--- src/rtl/sao_pkg.sv ---
// Types, angle constants and wrap helpers for the swerve angle optimizer.
// Depends on nothing; used by swerve_angle_optimizer_unit.
package sao_pkg;

   localparam int ANGLE_FRAC_BITS = 4;
   localparam int TURN            = 360 << ANGLE_FRAC_BITS;
   localparam int HALF_TURN       = 180 << ANGLE_FRAC_BITS;
   localparam int QUARTER_TURN    = 90 << ANGLE_FRAC_BITS;

   localparam int TARGET_W = 13;
   localparam int ADJ_W    = 14;
   localparam int DIFF_W   = 15;
   localparam int FMOD_W   = 13;

   typedef logic signed [TARGET_W-1:0] target_type;
   typedef logic signed [ADJ_W-1:0]    adj_type;
   typedef logic signed [DIFF_W-1:0]   diff_type;
   typedef logic        [FMOD_W-1:0]   fmod_type;
   typedef logic        [FMOD_W:0]     fmsum_type;

   localparam adj_type   TURN_A    = adj_type'(TURN);
   localparam diff_type  TURN_D    = diff_type'(TURN);
   localparam diff_type  HALF_D    = diff_type'(HALF_TURN);
   localparam diff_type  QUARTER_D = diff_type'(QUARTER_TURN);
   localparam fmsum_type TURN_FS   = fmsum_type'(TURN);

   function automatic diff_type wrap_once(input diff_type a);
      diff_type r;
      if (a > HALF_D) begin
         r = a - TURN_D;
      end else if (a < -HALF_D) begin
         r = a + TURN_D;
      end else begin
         r = a;
      end
      return r;
   endfunction

   function automatic logic in_flip_band(input diff_type a);
      return (a > QUARTER_D && a <= HALF_D) || (a < -QUARTER_D && a >= -HALF_D);
   endfunction

   function automatic diff_type fold_quarter(input diff_type a);
      diff_type r;
      if (a > QUARTER_D && a <= HALF_D) begin
         r = a - HALF_D;
      end else if (a < -QUARTER_D && a >= -HALF_D) begin
         r = a + HALF_D;
      end else begin
         r = a;
      end
      return r;
   endfunction

endpackage

--- src/rtl/swerve_angle_optimizer_unit.sv ---
// Swerve steering angle optimizer: one target heading in, one steering angle and
// drive direction out. Uses sao_pkg for types, constants and wrap helpers.
// Path: a req transfer is captured in the input register, and the result is then
// registered in the result register, which drives rsp_valid.
// Throughput: one target per cycle while rsp_ready does not stall the result register;
// the state loop (angle, floor remainder by a full turn, last targets, direction) is combinational.
// Reset: synchronous, clears both stage valids, angle, remainder, targets and direction; no clearing pass.
module swerve_angle_optimizer_unit #(
   parameter int ANGLE_WIDTH = 24
) (
   input  logic                          clock,
   input  logic                          reset,
   input  logic                          req_valid,
   output logic                          req_ready,
   input  logic signed [12:0]            req_target_angle,
   output logic                          rsp_valid,
   input  logic                          rsp_ready,
   output logic signed [ANGLE_WIDTH-1:0] rsp_wheel_angle,
   output logic                          rsp_reversed
);

   typedef logic signed [ANGLE_WIDTH-1:0] acc_type;
   typedef logic signed [ANGLE_WIDTH:0]   sum_type;

   localparam longint AccMax = (longint'(1) <<< (ANGLE_WIDTH - 1)) - 1;
   localparam longint TurnL  = longint'(sao_pkg::TURN);
   localparam sao_pkg::fmod_type HiFmod = sao_pkg::fmod_type'(AccMax % TurnL);
   localparam sao_pkg::fmod_type LoFmod =
      sao_pkg::fmod_type'((TurnL - ((AccMax + 1) % TurnL)) % TurnL);
   localparam acc_type AccHi = {1'b0, {(ANGLE_WIDTH-1){1'b1}}};
   localparam acc_type AccLo = {1'b1, {(ANGLE_WIDTH-1){1'b0}}};

   logic                 in_valid_ff;
   sao_pkg::target_type  in_target_ff;
   acc_type              steer_ff;
   sao_pkg::fmod_type    fmod_ff;
   sao_pkg::target_type  last_target_ff;
   sao_pkg::adj_type     last_adj_ff;
   logic                 rev_ff;
   logic                 rsp_valid_ff;
   acc_type              rsp_angle_ff;
   logic                 rsp_rev_ff;

   logic                 advance;
   logic                 changed;
   logic                 steer_neg;
   logic                 t_neg;
   logic                 t_pos;
   sao_pkg::adj_type     m_old;
   sao_pkg::adj_type     adj_base;
   sao_pkg::adj_type     adj;
   sao_pkg::diff_type    d_wrap;
   logic                 toggle;
   sao_pkg::diff_type    step;
   sum_type              sum;
   logic                 ovf;
   acc_type              na;
   sao_pkg::diff_type    step_pos;
   sao_pkg::fmsum_type   fm_sum;
   sao_pkg::fmsum_type   fm_red;
   sao_pkg::fmod_type    fm_new;
   sao_pkg::adj_type     m_new;
   logic                 rev_new;

   acc_type              steer_in;
   sao_pkg::fmod_type    fmod_in;
   sao_pkg::target_type  last_target_in;
   sao_pkg::adj_type     last_adj_in;
   logic                 rev_in;

   assign advance   = in_valid_ff && (!rsp_valid_ff || rsp_ready);
   assign req_ready = !in_valid_ff || advance;

   assign rsp_valid       = rsp_valid_ff;
   assign rsp_wheel_angle = rsp_angle_ff;
   assign rsp_reversed    = rsp_rev_ff;

   always_comb begin
      changed   = in_target_ff != last_target_ff;
      steer_neg = steer_ff[ANGLE_WIDTH-1];
      t_neg     = in_target_ff[sao_pkg::TARGET_W-1];
      t_pos     = !t_neg && (in_target_ff != '0);

      m_old = sao_pkg::adj_type'({1'b0, fmod_ff});
      if (steer_neg && fmod_ff != '0) begin
         m_old = m_old - sao_pkg::TURN_A;
      end

      adj_base = sao_pkg::adj_type'(in_target_ff);
      if (!steer_neg && t_neg) begin
         adj = adj_base + sao_pkg::TURN_A;
      end else if (steer_neg && t_pos) begin
         adj = adj_base - sao_pkg::TURN_A;
      end else begin
         adj = adj_base;
      end

      d_wrap = sao_pkg::wrap_once(sao_pkg::diff_type'(adj) - sao_pkg::diff_type'(last_adj_ff));
      toggle = sao_pkg::in_flip_band(d_wrap);

      step = sao_pkg::fold_quarter(
         sao_pkg::wrap_once(sao_pkg::diff_type'(adj) - sao_pkg::diff_type'(m_old)));

      sum = sum_type'(steer_ff) + sum_type'(step);
      ovf = sum[ANGLE_WIDTH] != sum[ANGLE_WIDTH-1];
      if (ovf) begin
         na = sum[ANGLE_WIDTH] ? AccLo : AccHi;
      end else begin
         na = sum[ANGLE_WIDTH-1:0];
      end

      // track the floor remainder by a full turn alongside the angle
      step_pos = step[sao_pkg::DIFF_W-1] ? (step + sao_pkg::TURN_D) : step;
      fm_sum   = sao_pkg::fmsum_type'({1'b0, fmod_ff}) + step_pos[sao_pkg::FMOD_W:0];
      fm_red   = (fm_sum >= sao_pkg::TURN_FS) ? (fm_sum - sao_pkg::TURN_FS) : fm_sum;
      if (ovf) begin
         fm_new = sum[ANGLE_WIDTH] ? LoFmod : HiFmod;
      end else begin
         fm_new = fm_red[sao_pkg::FMOD_W-1:0];
      end

      m_new = sao_pkg::adj_type'({1'b0, fm_new});
      if (na[ANGLE_WIDTH-1] && fm_new != '0) begin
         m_new = m_new - sao_pkg::TURN_A;
      end

      rev_new = (adj == m_new) ? 1'b0 : (rev_ff ^ toggle);

      if (changed) begin
         steer_in       = na;
         fmod_in        = fm_new;
         last_target_in = in_target_ff;
         last_adj_in    = adj;
         rev_in         = rev_new;
      end else begin
         steer_in       = steer_ff;
         fmod_in        = fmod_ff;
         last_target_in = last_target_ff;
         last_adj_in    = last_adj_ff;
         rev_in         = rev_ff;
      end
   end

   always_ff @(posedge clock) begin
      if (reset) begin
         in_valid_ff    <= 1'b0;
         rsp_valid_ff   <= 1'b0;
         steer_ff       <= '0;
         fmod_ff        <= '0;
         last_target_ff <= '0;
         last_adj_ff    <= '0;
         rev_ff         <= 1'b0;
      end else begin
         if (req_ready) begin
            in_valid_ff <= req_valid;
         end
         if (req_valid && req_ready) begin
            in_target_ff <= req_target_angle;
         end
         if (advance) begin
            rsp_valid_ff   <= 1'b1;
            rsp_angle_ff   <= steer_in;
            rsp_rev_ff     <= rev_in;
            steer_ff       <= steer_in;
            fmod_ff        <= fmod_in;
            last_target_ff <= last_target_in;
            last_adj_ff    <= last_adj_in;
            rev_ff         <= rev_in;
         end else if (rsp_ready) begin
            rsp_valid_ff <= 1'b0;
         end
      end
   end

   a_fmod_range: assert property (@(posedge clock) disable iff (reset)
      fmod_ff < sao_pkg::fmod_type'(sao_pkg::TURN))
      else $error("turn remainder out of range");

   a_rsp_matches_state: assert property (@(posedge clock) disable iff (reset)
      rsp_valid_ff |-> (rsp_angle_ff == steer_ff && rsp_rev_ff == rev_ff))
      else $error("result register disagrees with steering state");

   a_repeat_holds: assert property (@(posedge clock) disable iff (reset)
      (advance && !changed) |=> (steer_ff == $past(steer_ff) && rev_ff == $past(rev_ff)))
      else $error("repeated target changed the state");

   a_adj_range: assert property (@(posedge clock) disable iff (reset)
      (last_adj_ff < sao_pkg::TURN_A) && (last_adj_ff > -sao_pkg::TURN_A))
      else $error("adjusted target beyond a full turn");

endmodule

--- config.mk ---
export PLATFORM = sky130hd
export DESIGN_NAME = swerve_angle_optimizer_unit
export DESIGN_NICKNAME = d
export VERILOG_FILES = /design/src/rtl/sao_pkg.sv /design/src/rtl/swerve_angle_optimizer_unit.sv
export SDC_FILE = /design/constraint.sdc
export NUM_CORES = 1
export LEC_CHECK = 0
export BUFFER_PORTS_ARGS = -buffer_cell sky130_fd_sc_hd__buf_2
export CAP_MARGIN = 20
export CORE_ASPECT_RATIO = 0.75
export CORE_MARGIN = 2
export CORE_UTILIZATION = 38
export DETAILED_ROUTE_END_ITERATION = 12
export MAX_ROUTING_LAYER = met4
export SLEW_MARGIN = 20
export SYNTH_ARGS = -nofsm -noshare
export SYNTH_HDL_FRONTEND = slang
export SYNTH_SLANG_ARGS = --single-unit
export TNS_END_PERCENT = 30
--- constraint.sdc ---
create_clock -name clock -period 9.12 [get_ports clock]
set_input_delay 0.456 -clock clock [delete_from_list [all_inputs] [get_ports clock]]
set_output_delay 0.456 -clock clock [all_outputs]
set_load 0.005 [all_outputs]
After elaboration in Yosys (flattened, before gate mapping)
Cells that the tools add are included.
{ "word_totals": {"wordCells": 90, "ff_bits": 105, "inputBits": 17, "out_inout_bits": 27} }
{ "op_classes": {"bitwise": 2, "n_addsub": 16, "muxes": 21, "n_reduce_logical": 25, "eq_ne": 3, "magnitude_cmp": 13} }
{ "op_table": {"columns": ["operator", "n"], "rows": [
  ["2-to-1 mux 15 bit", 6],
  ["2-to-1 mux 24 bit", 3],
  ["2-to-1 mux 14 bit", 5],
  ["nonzero test 13 bit", 3],
  ["adder 15 x 14 -> 15 bit, second input constant", 2],
  ["greater-or-equal comparator 15 x 13 -> 1 bit, second input constant", 2],
  ["> comparator 15 x 12 -> 1 bit, second input constant", 2],
  ["> comparator 15 x 13 -> 1 bit, second input constant", 2],
  ["less-or-equal comparator 15 x 13 -> 1 bit, second input constant", 2],
  ["less-than comparator 15 x 12 -> 1 bit, second input constant", 2],
  ["less-than comparator 15 x 13 -> 1 bit, second input constant", 2],
  ["subtractor 14 x 14 -> 15 bit", 2],
  ["subtractor 15 x 14 -> 15 bit, second input constant", 2],
  ["subtractor 13 x 13 -> 14 bit, second input constant", 2],
  ["2-to-1 mux 13 bit", 2],
  ["adder 24 x 15 -> 25 bit", 1],
  ["adder 15 x 13 -> 15 bit, second input constant", 1],
  ["subtractor 15 x 13 -> 15 bit, second input constant", 1],
  ["adder 13 x 14 -> 14 bit", 1],
  ["adder 13 x 14 -> 14 bit, second input constant", 1],
  ["adder 14 bit, second input constant", 1],
  ["== test 14 bit", 1],
  ["greater-or-equal comparator 14 x 13 -> 1 bit, second input constant", 1],
  ["subtractor 13 x 14 -> 14 bit, second input constant", 1],
  ["12 further kinds", 32]
]} }

Depth between registers and ports, before layout
Gate-level depths: netlist of the first run.
{ "logic_depth": {"ltp_word": 25, "mapped_depth": 52, "ltp_nobuf": 50} }

Worst setup path before layout of the first run
OpenSTA, ideal clock, no wires.
{ "synth_timing": {"path_type": "flip-flop to flip-flop", "start": "reg in_target_ff[0]", "end": "reg rsp_rev_ff, in the netlist rsp_reversed, data pin", "setup_ps": 270, "period_less_slack_ps": 10101, "setup_slack_ps": -981, "path_buffers": 1, "required_time_ps": 8850, "arrival_ps": 9831, "path_stages_with_launch": 42, "cell_sequence": "edfxtp_1 -> nor4_2 -> nor4b_2 -> a31oi_2 -> buf_2 -> ha_1 -> a21o_1 -> a21oi_1 -> and2_1 -> inv_1 -> ha_1 -> a32oi_1 -> a31oi_1 -> o211a_1 -> o221a_2 -> o221a_1 -> or3_1 -> or4_4 -> (+6 left out) -> ha_1 -> inv_1 -> o21bai_1 -> a21oi_1 -> xnor2_1 -> a31oi_1 -> nand2b_1 -> nor2b_1 -> mux2_2 -> xnor2_1 -> and3_1 -> ha_1 -> inv_1 -> o21ai_0 -> a2111oi_2 -> xnor2_1 -> o311ai_1 -> a21oi_1"} }
{ "synth_via": {"elab_chain_len": 25, "word_cells_on_any_way": 59, "cone_classes": "15 x add/sub; 13 x order compare; 3 x eq/ne; 17 x mux; 1 x bitwise; 10 x reduce/logical"} }
{ "synth_lines": {"columns": ["element", "line_no", "rtl"], "rows": [
  ["from (decl)", "swerve_angle_optimizer_unit.sv:34", "sao_pkg::target_type in_target_ff;"],
  ["from (signal assigned)", "swerve_angle_optimizer_unit.sv:158", "in_target_ff <= req_target_angle;"],
  ["branches (longest 4 deep; another with subtractor 13 x 14 -> 14 bit)", null, null],
  ["2-to-1 mux 14 bit (*)", "swerve_angle_optimizer_unit.sv:90", "if (!steer_neg && t_neg) begin"],
  ["net adj[7]", "swerve_angle_optimizer_unit.sv:51", "sao_pkg::adj_type adj;"],
  ["branches (longest 18 deep; another with subtractor 14 x 14 -> 15 bit)", null, null],
  ["2-to-1 mux 1 bit (*)", "swerve_angle_optimizer_unit.sv:127", "rev_new = (adj == m_new) ? 1'b0 : (rev_ff ^ toggle);"],
  ["2-to-1 mux 1 bit (*)", "swerve_angle_optimizer_unit.sv:129", "if (changed) begin"],
  ["net rev_in", "swerve_angle_optimizer_unit.sv:69", "logic rev_in;"],
  ["to (signal assigned)", "swerve_angle_optimizer_unit.sv:163", "rsp_rev_ff <= rev_in;"],
  ["to (decl)", "swerve_angle_optimizer_unit.sv:42", "logic rsp_rev_ff;"]
]} }
Mark *: on every way through the listed nets, which the timed path passes.
A chain may end at the register's enable or synchronous reset.

Worst setup path in the final report of the first run
{ "layout_timing": {"start": "reg in_target_ff[11]", "end": "reg rsp_rev_ff, in the netlist rsp_reversed, data pin"} }
{ "layout_via": {"elab_chain_len": 25, "word_cells_on_any_way": 59, "cone_classes": "15 x add/sub; 13 x order compare; 3 x eq/ne; 17 x mux; 1 x bitwise; 10 x reduce/logical"} }
{ "layout_lines": {"columns": ["element", "line_no"], "rows": [
  ["branches (longest 24 deep; another with subtractor 14 x 14 -> 15 bit)", null],
  ["2-to-1 mux 1 bit (*)", "swerve_angle_optimizer_unit.sv:129"],
  ["net rev_in", "swerve_angle_optimizer_unit.sv:69"]
]} }
Marks and branches as above.

==> metrics.cfg, run 1 <==
[floorplanning]
die_w_um = 195
die_area_um2 = 28600
core_area_um2 = 26900
die_y_um = 147
rows = 52
start_util_pct = 38.6
pin_count = 44

[synth]
synth.yosys.warnings = 0
synth-edff-count = 38
synthCells = 1327
ys_async_sr_fraction_pct = 0
synth_top_area_share_pct = 11.6
synth_top_area_cell = dfxtp_1
ys_seq_area_share_pct = 22.6
ys_seq_elements = 98
ys_types = 105
synthFlopType = dfxtp_1
synth_area_leaders = dfxtp_1 12%, edfxtp_1 11%, ha_1 9.2%
post_synth.cell_area_avg_um2 = 7.81
synthesis.area_um2 = 10400
syn_nets = 1424

[finish]
mostFrequentLayoutCells = 286 x buf_4, 157 x nor2_1, 114 x a21oi_1
finalInstanceArea_um2 = 14100
layout_commonest_cell = buf_4
areaGrowthSynthToFinish_pct = 36.1
layout.nets = 1722
final_cells = 1981
antenna_cells = 0
drive_above_1_share_pct = 31.7

[min_path]
hold_path.class = input pin to flop
min_path_cells = 1

[setup_path]
r2r_cells = 43
worstPathRequired_ns = 9.23
setup.worst_path.class = flop to flop
cp_common_cell = ha_4
critPathMaxStageDelay_ns = 0.51
crit_path_start_kind = flop
crit_slowest_cell = or4_4
worst_setup_path_end_kind = flop
critPathArrivalTime_ns = 9.46
worstPathMaxFanout = 6

[placed_design]
dp_hpwl_um = 26400
dp.cells = 1927
io_buffers = 43
gp_congestion = 0.942
dpl_worst_slack_ns = -0.230
post_dp_cell_area_um2 = 13000

[timing]
max_slew_margin_pct = 33.8
hold_viol = 0
rsz0062_at_grt = true
drv_slew = 0
fmaxAchievable_ghz = 0.107
tightest_slew_ns = 0.984
setup_viol = 2
min_period_ns = 9.35
setup_slack_ns = -0.233
finClkSkew_ns = 0.00922
fin_hold_ws_ns = 0.267
fin_crit_sh_pct = 103

[clock_tree]
clk_pin_slew_ns = 0.08
clk_latency_ns = 0.36
h-tree-depth = 3
cts_buffer_depth = 2
tritoncts = built
clock_sinks = 98
cts_buffers = 9
cts_root_buf = clkbuf_16
cts_hold_buffers = 0

[route]
dr.pass1.iters = 5
vias = 11000
drc = 0
drt-initial-drc-count = 807
viasPerCell = 5.56
routed_wire_length_per_instance_um = 17.6
wl_um = 34800
ant_nets = 0

[global_routing]
grt_usage_pct = 24.3
antenna_found_initial = 0
overflow = 0
grt_max_degree = 63
first_global_vias = 10300
grt_first_pass_wirelength_um = 54600

[flow_run]
maxCapViolations = 0

[outcome]
violations = negative setup slack
status = finished, violations left

==> worst paths after layout <==
path	start	to	slack, ns
worst max-delay path	in_target_ff[11]	rsp_reversed	-0.23
worst min-delay path	req_target_angle[10]	in_target_ff[10]	0.27
worst max register to register	in_target_ff[11]	rsp_reversed	-0.23
worst min register to register	last_target_ff[4]	last_target_ff[4]	0.46
==> logic make-up (layout without fill, tap and decap cells) <==
logic type / after synthesis / count (layout) / synth area share (%)
AND/OR/NAND/NOR: 456 / 456 / 21.2
AO/OA/AOI/OAI: 434 / 434 / 29.9
buffers and inverters: 135 / 438 / 5.08
XOR/XNOR: 106 / 106 / 9.32
flip-flops: 98 / 98 / 22.6
adder cells (fa/ha/maj): 86 / 86 / 10.5
multiplexers: 12 / 12 / 1.41
==> cell usage after synthesis, drive strengths merged (16+ instances only) <==
| library cell | instances |
|---|---|
| nor2 | 162 |
| a21oi | 133 |
| nand2 | 117 |
| inv | 88 |
| xnor2 | 78 |
| ha | 76 |
| o21ai | 63 |
| dfxtp | 60 |
| a211oi | 45 |
| edfxtp | 38 |
| clkbuf | 31 |
| nor3 | 30 |
| nand3 | 29 |
| xor2 | 28 |
| a21o | 21 |
| o21bai | 19 |
| a31oi | 17 |
| o21a | 17 |
| nor2b | 16 |
==> state kept, by name, summed over array words and instances (netlist names), 7 cells and up <==
register and count:
rsp_wheel_angle 24, steer_ff 24, fmod_ff 13, in_target_ff 13
last_target_ff 13, last_adj_ff 7
==> stage by stage <==
step | setup TNS [ns] | utilization, %
after floorplan | -0.0632 | -
after global routing | -2.21 | 52.5
final | -0.440 | 52.5
after detailed placement | -0.353 | 48.4
after CTS | -0.142 | 50.5
after global placement | -0.00753 | 48.4
==> critical path, delay by kind of cell, from the launching register on <==
kind | cells | cell delay, ns
AO/OA/AOI/OAI | 20 | 3.74
XOR/XNOR | 3 | 0.58
adder cells (fa/ha/maj) | 4 | 0.98
buffers and inverters | 4 | 0.52
flip-flops | 1 | 0.44
multiplexers | 2 | 0.60
AND/OR/NAND/NOR | 10 | 2.22
==> per-layer routing <==
| metal | global-route usage [%] | share of wire (%) | vias up |
|---|---|---|---|
| li1 | - | - | 5459 |
| met1 | 35.7 | 50 | 5216 |
| met2 | 35.9 | 43 | 313 |
| met3 | 3.79 | 5.8 | 25 |
| met4 | 3.15 | 0.84 | 0 |
| met5 | - | 0 | - |
==> area by class of cell <==
type | count | area, um2
multi-input combinational | 1094 | 8250
inverter | 89 | 339
fill | 2519 | 12800
clock buffer | 10 | 250
timing repair buffer | 333 | 2420
clock inverter | 6 | 67.6
sequential | 98 | 2340
tap | 351 | 439
==> timing repair <==
action | CTS | global route
setup buffers | 14 | 23
endpoints found under the setup margin | 2 | 44
cloned | 0 | 0
pin swaps | 31 | 55
resized for setup | 22 | 61
Power of run 1 is not shown: default switching activity piles up to over one toggle a cycle in this logic, so the estimate is an artifact.
==> run 2: changes to the inputs <==
--- a/config.mk
+++ b/config.mk
@@ -7,11 +7,11 @@
 export LEC_CHECK = 0
 export BUFFER_PORTS_ARGS = -buffer_cell sky130_fd_sc_hd__buf_2
 export CAP_MARGIN = 20
-export CORE_ASPECT_RATIO = 0.75
-export CORE_MARGIN = 2
+export CORE_ASPECT_RATIO = 1.1
 export CORE_UTILIZATION = 38
 export DETAILED_ROUTE_END_ITERATION = 12
 export MAX_ROUTING_LAYER = met4
+export SKIP_CTS_REPAIR_TIMING = 1
 export SLEW_MARGIN = 20
 export SYNTH_ARGS = -nofsm -noshare
 export SYNTH_HDL_FRONTEND = slang
==> run 2 against run 1 <==
Effect of this change: critical path depth unchanged; non-clock buffer count down 20; hold slack better by 0.0063 ns; clock-buffer cell count up 4; die area down 2.4%; sequential cell count unchanged; worst setup slack worse by 0.048 ns; register-to-register slack worse by 0.05 ns; the run still ends with negative setup slack left; critical endpoint unchanged; sequential share of layout area up 0.34 points; fmax down 0.51%; via count down 1.0%.
==> metrics.cfg, run 2 (same netlist as run 1, synthesis figures left out) <==
[outcome]
status = finished, violations left
violations = negative setup slack

[route]
viasPerCell = 5.54  ; -0.31%
routed_wire_length_per_instance_um = 16.7  ; -5.0%
drt-initial-drc-count = 739  ; -8.4%
drc = 0  ; unchanged
wl_um = 32800  ; -5.7%
ant_nets = 0  ; unchanged
dr.pass1.iters = 6  ; +1
vias = 10900  ; -1.0%

[timing]
finClkSkew_ns = 0.0112  ; +0.00202 ns
setup_slack_ns = -0.281  ; -0.0479 ns
max_slew_margin_pct = 36.1  ; +2.3 points
tightest_slew_ns = 0.950  ; -0.0341 ns
drv_slew = 0  ; unchanged
rsz0062_at_grt = true
setup_viol = 2  ; unchanged
fmaxAchievable_ghz = 0.106  ; -0.51%
fin_crit_sh_pct = 103  ; +0.53 points
min_period_ns = 9.40  ; +0.0479 ns
hold_viol = 0  ; unchanged

[global_routing]
antenna_found_initial = 0  ; unchanged
grt_max_degree = 63  ; unchanged
overflow = 0  ; unchanged
first_global_vias = 10500  ; +2.0%
grt_first_pass_wirelength_um = 52400  ; -4.1%
grt_usage_pct = 23.8  ; -0.54 points

[setup_path]
critPathMaxStageDelay_ns = 0.48  ; -0.03 ns
worstPathMaxFanout = 5  ; -1
crit_path_start_kind = flop
crit_slowest_cell = a2111oi_4
worstPathRequired_ns = 9.22  ; about the same
setup.worst_path.class = flop to flop
critPathArrivalTime_ns = 9.50  ; +0.04 ns
worst_setup_path_end_kind = flop

[finish]
mostFrequentLayoutCells = 265 x buf_4, 158 x nor2_1, 114 x a21oi_1
final_util_pct = 51.4  ; -1.1 points
drive_above_1_share_pct = 29.4  ; -2.3 points
layout_commonest_cell = buf_4
n_fill_cell = 2474  ; -1.8%
areaGrowthSynthToFinish_pct = 33.3
ff_latch_area_um2 = 2340  ; unchanged
layout.nets = 1702  ; -1.2%
antenna_cells = 0  ; unchanged
multiInputGateArea_um2 = 8100  ; -1.8%

[floorplanning]
start_util_pct = 38.6  ; about the same
rows = 63  ; +21%
die_y_um = 175  ; +19%
die_w_um = 159  ; -18%
core_area_um2 = 26900  ; about the same
die_area_um2 = 27900  ; -2.4%
pin_count = 44  ; unchanged

[clock_tree]
cts_buffer_depth = 2  ; unchanged
clk_pin_slew_ns = 0.07  ; about the same
h-tree-depth = 3  ; unchanged
clock_sinks = 98  ; unchanged
cts_buffers = 9  ; unchanged
tritoncts = built
clk_latency_ns = 0.35  ; about the same
cts_root_buf = clkbuf_16

[placed_design]
dp_hpwl_um = 25600  ; -2.9%
io_buffers = 43  ; unchanged
gp_congestion = 0.910  ; -3.3%

[min_path]
hold_path.class = input pin to flop

[flow_run]
maxCapViolations = 0  ; unchanged

run 2: cell count changes in the layout (fill, tap and decap cells not counted), sizes merged:
cell,change
clkinv,-2
clkbuf,+4
inv,-3
bufinv,+1
buf,-20
run 2: cell type report:
class                      instances  share of cell area (%)
inverter                          89                    2.44
timing repair buffer             313                    16.5
clock buffer                      14                    1.98
tap                              357                    3.23
multi-input combinational       1094                    58.6
clock inverter                     2                   0.253
sequential                        98                    16.9
run 2: metrics by stage:
step | hold slack (ns) | std cells | worst slack [ns] | area, um2 | TNS [ns]
floorplan | 0.436 | 1327 | -0.0632 | 10700 | -0.0632
global placement | 0.443 | 1939 | -0.437 | 13100 | -0.798
detailed placement | 0.448 | 1939 | -0.489 | 13100 | -0.882
CTS | 0.264 | 1955 | -0.549 | 13400 | -1.00
global route | 0.268 | 1967 | -0.639 | 13800 | -1.16
finish | 0.273 | 1967 | -0.281 | 13800 | -0.450
run 2: critical path: cells and delay by family, from the launching register on:
kind | cells | cell delay, ns
buf+inv | 5 | 0.53
flops | 1 | 0.42
fa+ha+maj | 5 | 1.28
xor+xnor | 3 | 0.40
simple gates | 7 | 1.58
compound gates | 20 | 4.36
mux | 3 | 0.55
run 2: per-layer routing:
metal  track usage (%)  routed length, um
met1              28.7              14300
met2              42.0              16600
met3              1.95               1240
met4              7.05                683
met5                 -                  0
run 2: final timing paths:
check / start / end / slack, ns / cells after the start
min reg2reg: last_target_ff[5] / last_target_ff[5] / 0.46 / 2
max: in_target_ff[0] / rsp_reversed / -0.28 / 43
max reg2reg: in_target_ff[0] / rsp_reversed / -0.28 / 43
min: req_target_angle[0] / in_target_ff[0] / 0.27 / 1
Power of run 2 is left out for the same reason.
